[config.mk]
export PLATFORM = sky130hd
export DESIGN_NAME = aapr_merge
export DESIGN_NICKNAME = d
export VERILOG_FILES = /design/src/design/aapr_pkg.sv /design/src/design/aapr_merge.sv
export SDC_FILE = /design/constraint.sdc
export NUM_CORES = 1
export LEC_CHECK = 0
export BUFFER_PORTS_ARGS = -buffer_cell sky130_fd_sc_hd__buf_4
export CAP_MARGIN = 20
export CORE_AREA = 3 3 174 176
export CTS_CLUSTER_DIAMETER = 100
export CTS_CLUSTER_SIZE = 30
export DETAILED_ROUTE_END_ITERATION = 8
export DIE_AREA = 0 0 177 179
export GPL_TIMING_DRIVEN = 0
export SYNTH_ARGS = -nofsm -noshare
export SYNTH_HDL_FRONTEND = slang
export SYNTH_SLANG_ARGS = --single-unit
[constraint.sdc]
create_clock -name clock -period 1.2 [get_ports clock]
set_input_delay 0.24 -clock clock [delete_from_list [all_inputs] [get_ports clock]]
set_output_delay 0.24 -clock clock [all_outputs]
set_load 0.1 [all_outputs]
[src/design/aapr_pkg.sv]
// ----------------------------------------------------------------------------
// aapr_pkg
// Shared types, widths and register codes of the axis-angle path rotator.
// ----------------------------------------------------------------------------
package aapr_pkg;

   localparam int VEC_W     = 32;  // Q16.16 vector component
   localparam int COEF_W    = 18;  // Q1.16 axis, cosine and sine
   localparam int FRAC      = 16;  // fraction bits dropped by every shift
   localparam int PROD_W    = VEC_W + COEF_W;        // k_i * v_j, c * v_i
   localparam int DIFF_W    = PROD_W + 1;            // cross product before shift
   localparam int CROSS_W   = DIFF_W - FRAC;         // cross product after shift
   localparam int DSUM_W    = PROD_W + 2;            // dot product before shift
   localparam int DOT_W     = DSUM_W - FRAC;         // dot product after shift
   localparam int OMC_W     = COEF_W + 1;            // one minus cosine
   localparam int WPROD_W   = DOT_W + OMC_W;         // dot * (1 - c)
   localparam int W_W       = WPROD_W - FRAC;        // scale of the axis term
   localparam int SC_W      = CROSS_W + COEF_W;      // s * cross
   localparam int WK_W      = W_W + COEF_W;          // w * k_i
   localparam int SUM_W     = WK_W + 1;              // full-precision output sum
   localparam int RES_W     = SUM_W - FRAC;          // shifted, before saturation
   localparam int ONE_Q16   = 65536;
   localparam int LANE_STAGES = 5;

   localparam int CSR_IDX_W = 3;
   localparam logic [CSR_IDX_W-1:0] REG_AXIS_X = 3'd0;
   localparam logic [CSR_IDX_W-1:0] REG_AXIS_Y = 3'd1;
   localparam logic [CSR_IDX_W-1:0] REG_AXIS_Z = 3'd2;
   localparam logic [CSR_IDX_W-1:0] REG_COS    = 3'd3;
   localparam logic [CSR_IDX_W-1:0] REG_SIN    = 3'd4;

   typedef struct packed {
      logic signed [VEC_W-1:0] point_x;
      logic signed [VEC_W-1:0] point_y;
      logic signed [VEC_W-1:0] point_z;
      logic signed [VEC_W-1:0] tangent_x;
      logic signed [VEC_W-1:0] tangent_y;
      logic signed [VEC_W-1:0] tangent_z;
      logic                    end_of_path;
   } req_type;

   typedef struct packed {
      logic signed [VEC_W-1:0] rot_point_x;
      logic signed [VEC_W-1:0] rot_point_y;
      logic signed [VEC_W-1:0] rot_point_z;
      logic signed [VEC_W-1:0] rot_tangent_x;
      logic signed [VEC_W-1:0] rot_tangent_y;
      logic signed [VEC_W-1:0] rot_tangent_z;
      logic                    last_element;
   } rsp_type;

   typedef struct packed {
      logic signed [COEF_W-1:0] axis_x;
      logic signed [COEF_W-1:0] axis_y;
      logic signed [COEF_W-1:0] axis_z;
      logic signed [COEF_W-1:0] cos_angle;
      logic signed [COEF_W-1:0] sin_angle;
   } cfg_type;

   typedef struct packed {
      logic valid;
      logic last;
   } ctrl_type;

endpackage

[src/design/aapr_merge.sv]
// ----------------------------------------------------------------------------
// aapr_merge
// Saturates the lane results and packs them into the result transaction.
// ----------------------------------------------------------------------------
module aapr_merge (
   input  logic                              clock,
   input  logic                              reset,
   input  aapr_pkg::ctrl_type                ctrl,
   input  logic signed [aapr_pkg::RES_W-1:0] point_res [3],
   input  logic signed [aapr_pkg::RES_W-1:0] tangent_res [3],
   output logic                              rsp_valid,
   output aapr_pkg::rsp_type                 rsp_data
);
   import aapr_pkg::*;

   localparam logic signed [VEC_W-1:0] VEC_MAX = {1'b0, {(VEC_W-1){1'b1}}};
   localparam logic signed [VEC_W-1:0] VEC_MIN = {1'b1, {(VEC_W-1){1'b0}}};

   function automatic logic signed [VEC_W-1:0] sat(input logic signed [RES_W-1:0] x);
      logic [RES_W-VEC_W:0] head;
      head = x[RES_W-1:VEC_W-1];
      if (head == '0 || head == '1) begin
         return x[VEC_W-1:0];
      end else if (x[RES_W-1]) begin
         return VEC_MIN;
      end else begin
         return VEC_MAX;
      end
   endfunction

   logic    valid_ff, valid_in;
   rsp_type data_ff, data_in;

   always_comb begin
      valid_in                   = ctrl.valid;
      data_in.rot_point_x        = sat(point_res[0]);
      data_in.rot_point_y        = sat(point_res[1]);
      data_in.rot_point_z        = sat(point_res[2]);
      data_in.rot_tangent_x      = sat(tangent_res[0]);
      data_in.rot_tangent_y      = sat(tangent_res[1]);
      data_in.rot_tangent_z      = sat(tangent_res[2]);
      data_in.last_element       = ctrl.last;
   end

   always_ff @(posedge clock) begin
      if (reset) begin
         valid_ff <= 1'b0;
      end else begin
         valid_ff <= valid_in;
      end
      data_ff <= data_in;
   end

   assign rsp_valid = valid_ff;
   assign rsp_data  = data_ff;

endmodule

==> results of run 1 <==
==> cell families after synthesis <==
kind of cell	count (synthesis)	share of synthesized area, %
simple gates	241	16.9
flops	194	61.9
compound gates	186	14.8
buf+inv	66	6.31
==> sequential cells by signal (all words and copies together), names as in the netlist <==
name,count
rsp_data,193
rsp_valid,1
==> metrics by stage <==
step / hold slack, ps / worst slack (ps)
3_5_place_dp: 347 / -668
6_report: 28.7 / -30.9
4_1_cts: 0.165 / -58.0
5_1_grt: 5.50 / -68.4
3_3_place_gp: 345 / -623
2_1_floorplan: 268 / 0.903
==> final cells by class <==
type	count	area share, %
buffer	66	3.10
clock inverter	13	0.915
tap	384	3.44
multi-input combinational	427	14.5
timing repair buffer	500	45.2
clock buffer	19	3.17
sequential	194	29.6
==> power breakdown <==
group          internal (uW)  leakage, uW  switching (uW)
sequential              6860      0.00164             295
combinational           2100      0.00442            3180
clock                   2960     0.000270            2720
==> cells in the mapped netlist <==
| cell type | count |
|---|---|
| dfxtp_1 | 194 |
| nand2_1 | 186 |
| o21ai_0 | 185 |
| clkbuf_1 | 42 |
| buf_6 | 18 |
| nand4_1 | 12 |
| nor4_1 | 12 |
| nor3_1 | 7 |
| nand3_1 | 6 |
| nor3_2 | 5 |
| or3_1 | 5 |
| buf_2 | 4 |
| and3_1 | 3 |
| and3_4 | 3 |
| buf_4 | 2 |
| nor2b_1 | 1 |
| o21ai_1 | 1 |
| or2_2 | 1 |
==> how the worst min path moves through the flow <==
stage / startpoint / to / cells past startpoint
finish: tangent_res[54] / rsp_data[45] / 3
global route: tangent_res[83] / rsp_data[64] / 2
CTS: tangent_res[100] / rsp_data[81] / 3
detailed placement: ctrl[0] / rsp_data[0] / 1
global placement: ctrl[0] / rsp_data[0] / 1
floorplan: ctrl[0] / rsp_data[0] / 0
==> layer usage <==
layer  global-route usage [%]  share of wire [%]  vias to the layer above
li1                         -                  -                     3324
met1                     17.8                 37                     3308
met2                     29.4                 54                      283
met3                     5.10                7.2                       32
met4                     5.53                1.9                        0
met5                        0                  0                        -
==> repair_timing <==
item | in CTS | in global routing
gates resized for setup | 782 | 28
pin swaps | 0 | 1
cloned | 0 | 0
hold endpoints to repair | 51 | 0
hold buffers | 51 | 0
setup endpoints to repair | 232 | 290
==> impl_metrics.yaml, run 1 <==
detailed_routing:
  dr.pass1.iters: 5
  vias: 6947
  ant_nets: 0
  detail_route.iter0.violations: 395
  viasPerCell: 4.33
  wl_per_cell_um: 16.9
  drc_errors: 0
  wl_um: 27100
finish:
  synthToLayoutAreaGrowth_pct: 123
  drive_gt1_share_pct: 59.6
  n_antenna_cell: 0
  num-fill-cells: 2509
  layout_common_cells: "buf_4 (258), buf_12 (194), dfxtp_2 (192)"
  fin_area_sq_mm: 0.0140
  final_common_cell: "buf_4"
  utilization_pct: 48.5
  multi_input_area_sq_mm: 0.00203
  fin_nets: 1462
  seq_area_sq_mm: 0.00413
  instances_no_fill: 1603
worst_setup_path:
  path_depth: 1
  cp-start-kind: "flip-flop"
  crit_family: "flip-flops"
  crit_start: "rsp_data[150]"
  crit_required_ps: 960
  critPathKind: "flip-flop to primary output"
  cp-endpoint: "rsp_data[150]"
  critPathArrivalTime_ps: 990
  crit_buf_inv: 1
  critPathSlowestCell: "dfxtp_4"
  crit_chain: "buf_12"
  worstPathMaxFanout: 1
  end_kind: "primary output"
  cpPeakStageDelay_ps: 380
timing:
  finalCritPeriodShare_pct: 103
  post-route-min-period_ps: 1230
  fin_ws_ps: -30.9
  max_slew_margin_pct: 71.9
  grt_setup_unrepaired: "yes"
  worst_pin_slew_ps: 420
  timing.fmax_ghz: 0.812
  finalSetupTns_ps: -267
  report.final.slew_viol_count: 0
  setup_viol: 34
  finalHoldViolCount: 0
logic_synthesis:
  ys_seq_area_share_pct: 61.9
  syn_nets: 943
  syn_inst: 687
  ys_ff_latch: 194
  synth.top_cell.area_share_pct: 61.9
  syn_area_per_cell_sq_um: 9.13
  yosys_warnings: 0
  synth_area_leader_cell: "dfxtp_1"
  syn_area_sq_mm: 0.00627
  synth_area_leaders: "dfxtp_1 (62%), o21ai_0 (15%), nand2_1 (11%)"
  synth_cell_types: 18
placed_design:
  dpl.cell_count: 1520
  placed_area_sq_mm: 0.0101
  hpwl_um: 19700
  io_buffers: 449
  place.gp.congestion: 0.841
clock_network:
  cts_root_buffer: "clkbuf_16"
  cts_setup_buffers: 0
  cts_buffer_depth: 2
  htree_levels: 4
  cts.sinks: 194
  cts_tree: "done"
  cts_buffers: 17
  clk_pin_slew_ps: 80
die:
  die_x_um: 177
  start_util_pct: 21.8
  dieArea_sq_mm: 0.0317
  io_pins: 450
  num_rows: 62
  die_h_um: 179
  coreArea_sq_mm: 0.0288
global_route:
  grt_usage_pct: 16.2
  first_global_vias: 6982
  grt_max_degree: 18
  grt_overflow_total: 0
  antenna_found_initial: 0
  grt_pass1_wl_um: 39400
worst_hold_path:
  hold_path_class: "input pin to flip-flop"
power:
  leakage_uw: 0.00633
  power_uw: 18100
  ir_drop_v: 0.000751
  powerDensity_mw_per_mm2: 1300
run_status:
  violations: "setup timing"
  status: "finished, violations left"
run:
  cap_violations: 0
Note: power is estimated with default switching activity, not from simulation.
==> run 2, diff against run 1 <==
==> constraint.sdc (replaced) <==
create_clock -name clock -period 1.2 [get_ports clock]
set_input_delay 0.24 -clock clock [delete_from_list [all_inputs] [get_ports clock]]
set_output_delay 0.24 -clock clock [all_outputs]
set_load 0.02 [all_outputs]
==> run 2 against run 1 <==
  * The flow now finishes without violations
  * Utilization down 9.2 points
  * Power shrank 19%
  * Cell count did not move
  * Clock power down 1%
  * First-iteration DRC count down 12%
  * Maximum frequency rose by 4.6%
  * Combinational power decreased by 58%
  * Clock-buffer cell count unchanged
  * Worst setup slack gained 54 ps
  * Sequential power decreased by 3.8%
  * Non-clock buffer count is the same
  * Largest power group unchanged
  * Highest routed layer unchanged
==> impl_metrics.yaml, run 2 (synthesis gave the netlist of run 1 again) <==
global_route:
  first_global_vias: 6453
  grt_usage_pct: 14.9
  grt_overflow_total: 0
  antenna_found_initial: 1
  grt_max_degree: 18
  grt_pass1_wl_um: 36300
detailed_routing:
  viasPerCell: 4.16
  detail_route.iter0.violations: 346
  dr.pass1.iters: 4
  wl_um: 25000
  wl_per_cell_um: 15.6
  drc_errors: 0
  ant_nets: 0
  vias: 6671
power:
  power_uw: 14800
  power_frac_seq_pct: 46.7
  ir_drop_v: 0.000740
  leakage_uw: 0.00544
  switching_share_pct: 25.7
  powerDensity_mw_per_mm2: 1310
  internal_power_uw: 11000
  power_frac_comb_pct: 15.2
  p_sw_uw: 3790
  clkPwrFrac_pct: 38.2
die:
  io_pins: 450
  dieArea_sq_mm: 0.0317
  coreArea_sq_mm: 0.0288
  num_rows: 62
  start_util_pct: 21.8
  die_x_um: 177
  die_h_um: 179
placed_design:
  dpl.cell_count: 1520
  place.gp.congestion: 0.841
  preCtsSetupSlack_ps: -668
  hpwl_um: 19700
  io_buffers: 449
clock_network:
  cts_root_buffer: "clkbuf_16"
  cts_tree: "done"
  cts_setup_buffers: 0
  htree_levels: 4
  cts.sinks: 194
  cts_buffer_depth: 2
  cts_buffers: 17
  clk_pin_slew_ps: 70
worst_setup_path:
  critPathKind: "input pin to flip-flop"
  worstPathMaxFanout: 10
  critPathArrivalTime_ps: 1470
  crit_required_ps: 1490
  end_kind: "flip-flop"
  critPathSlowestCell: "nor3_2"
  cpPeakStageDelay_ps: 430
  cp-start-kind: "input pin"
  crit_chain: "buf_4, nand4_1, nor3_2, or3_1, buf_6, buf_6, nand2_1"
  cp_common_cell: "buf_6"
timing:
  max_slew_margin_pct: 70.2
  timing.fmax_ghz: 0.850
  fin_ws_ps: 23.2
  finalHoldViolCount: 0
  worst_pin_slew_ps: 444
  setup_viol: 0
  post-route-min-period_ps: 1180
  report.final.slew_viol_count: 0
  finalCritPeriodShare_pct: 98.1
  grt_setup_unrepaired: "no"
finish:
  largest_reg_flops: 193
  n_antenna_cell: 0
  layout_common_cells: "buf_4 (447), dfxtp_1 (189), o21ai_0 (185), nand2_1 (185), dlygate4sd3_1 (51)"
  num-fill-cells: 2867
  instances_no_fill: 1603
  final_common_cell: "buf_4"
  drive_gt1_share_pct: 44.1
  fin_nets: 1462
  synthToLayoutAreaGrowth_pct: 80.2
worst_hold_path:
  hold_path_class: "input pin to flip-flop"
run:
  cap_violations: 0
run_status:
  status: "completed"
==> run 2: changes by cell type in the layout (fill, tap and decap cells not counted), sizes merged <==
| cell | change |
|---|---|
| buf | -1 |
| clkbuf | +1 |
==> run 2: worst max-delay path: cells and delay by family <==
family	cells	cell delay, ps
AND/OR/NAND/NOR	4	860
buffers and inverters	3	370
==> run 2: final cells by class <==
| cell class | instances | area, sq um | area share, % |
|---|---|---|---|
| Sequential cell | 194 | 3890 | 34.4 |
| Tap cell | 384 | 480 | 4.25 |
| Buffer | 66 | 434 | 3.84 |
| Clock buffer | 19 | 443 | 3.92 |
| Clock inverter | 13 | 128 | 1.13 |
| Multi-Input combinational cell | 427 | 2020 | 17.9 |
| Timing Repair Buffer | 500 | 3900 | 34.5 |
==> run 2: metrics by stage <==
stage                     TNS [ps]  utilization, %  hold slack [ps]  cell area (sq um)
after floorplan                  0               -              268               6290
after global placement      -60160            35.2              345              10100
after detailed placement    -63050            35.2              347              10100
after CTS                        0            39.1            0.215              11300
after global routing             0            39.3             5.16              11300
final                            0            39.3             30.4              11300
==> run 2: path summary, 6_finish.rpt <==
| path | start | end | cells after the start |
|---|---|---|---|
| setup / recovery | tangent_res[83] | rsp_data[63] | 7 |
| hold / removal | point_res[100] | rsp_data[177] | 3 |
==> run 2: power by group through the flow <==
stage / registers, uW / clock network, uW / logic (uW)
floorplan: 7480 / 0 / 294
global placement: 7030 / 0 / 2090
detailed placement: 7030 / 0 / 2100
CTS: 6890 / 5860 / 2250
global route: 6920 / 6100 / 2380
finish: 6890 / 5630 / 2240
==> run 2: per-layer routing <==
| metal | up-vias | wire length [um] | global-route usage (%) |
|---|---|---|---|
| met5 | - | 0 | 0 |
| met4 | 0 | 447 | 5.30 |
| met3 | 31 | 1720 | 4.49 |
| met2 | 262 | 12900 | 25.7 |
| met1 | 3053 | 9900 | 17.5 |
| li1 | 3325 | - | - |
==> run 2: what timing repair did <==
action,in CTS,in global routing
endpoints found under the hold margin,51,0
endpoints found under the setup margin,42,83
pin swaps,0,2
hold buffers,51,0
resized for setup,10,32
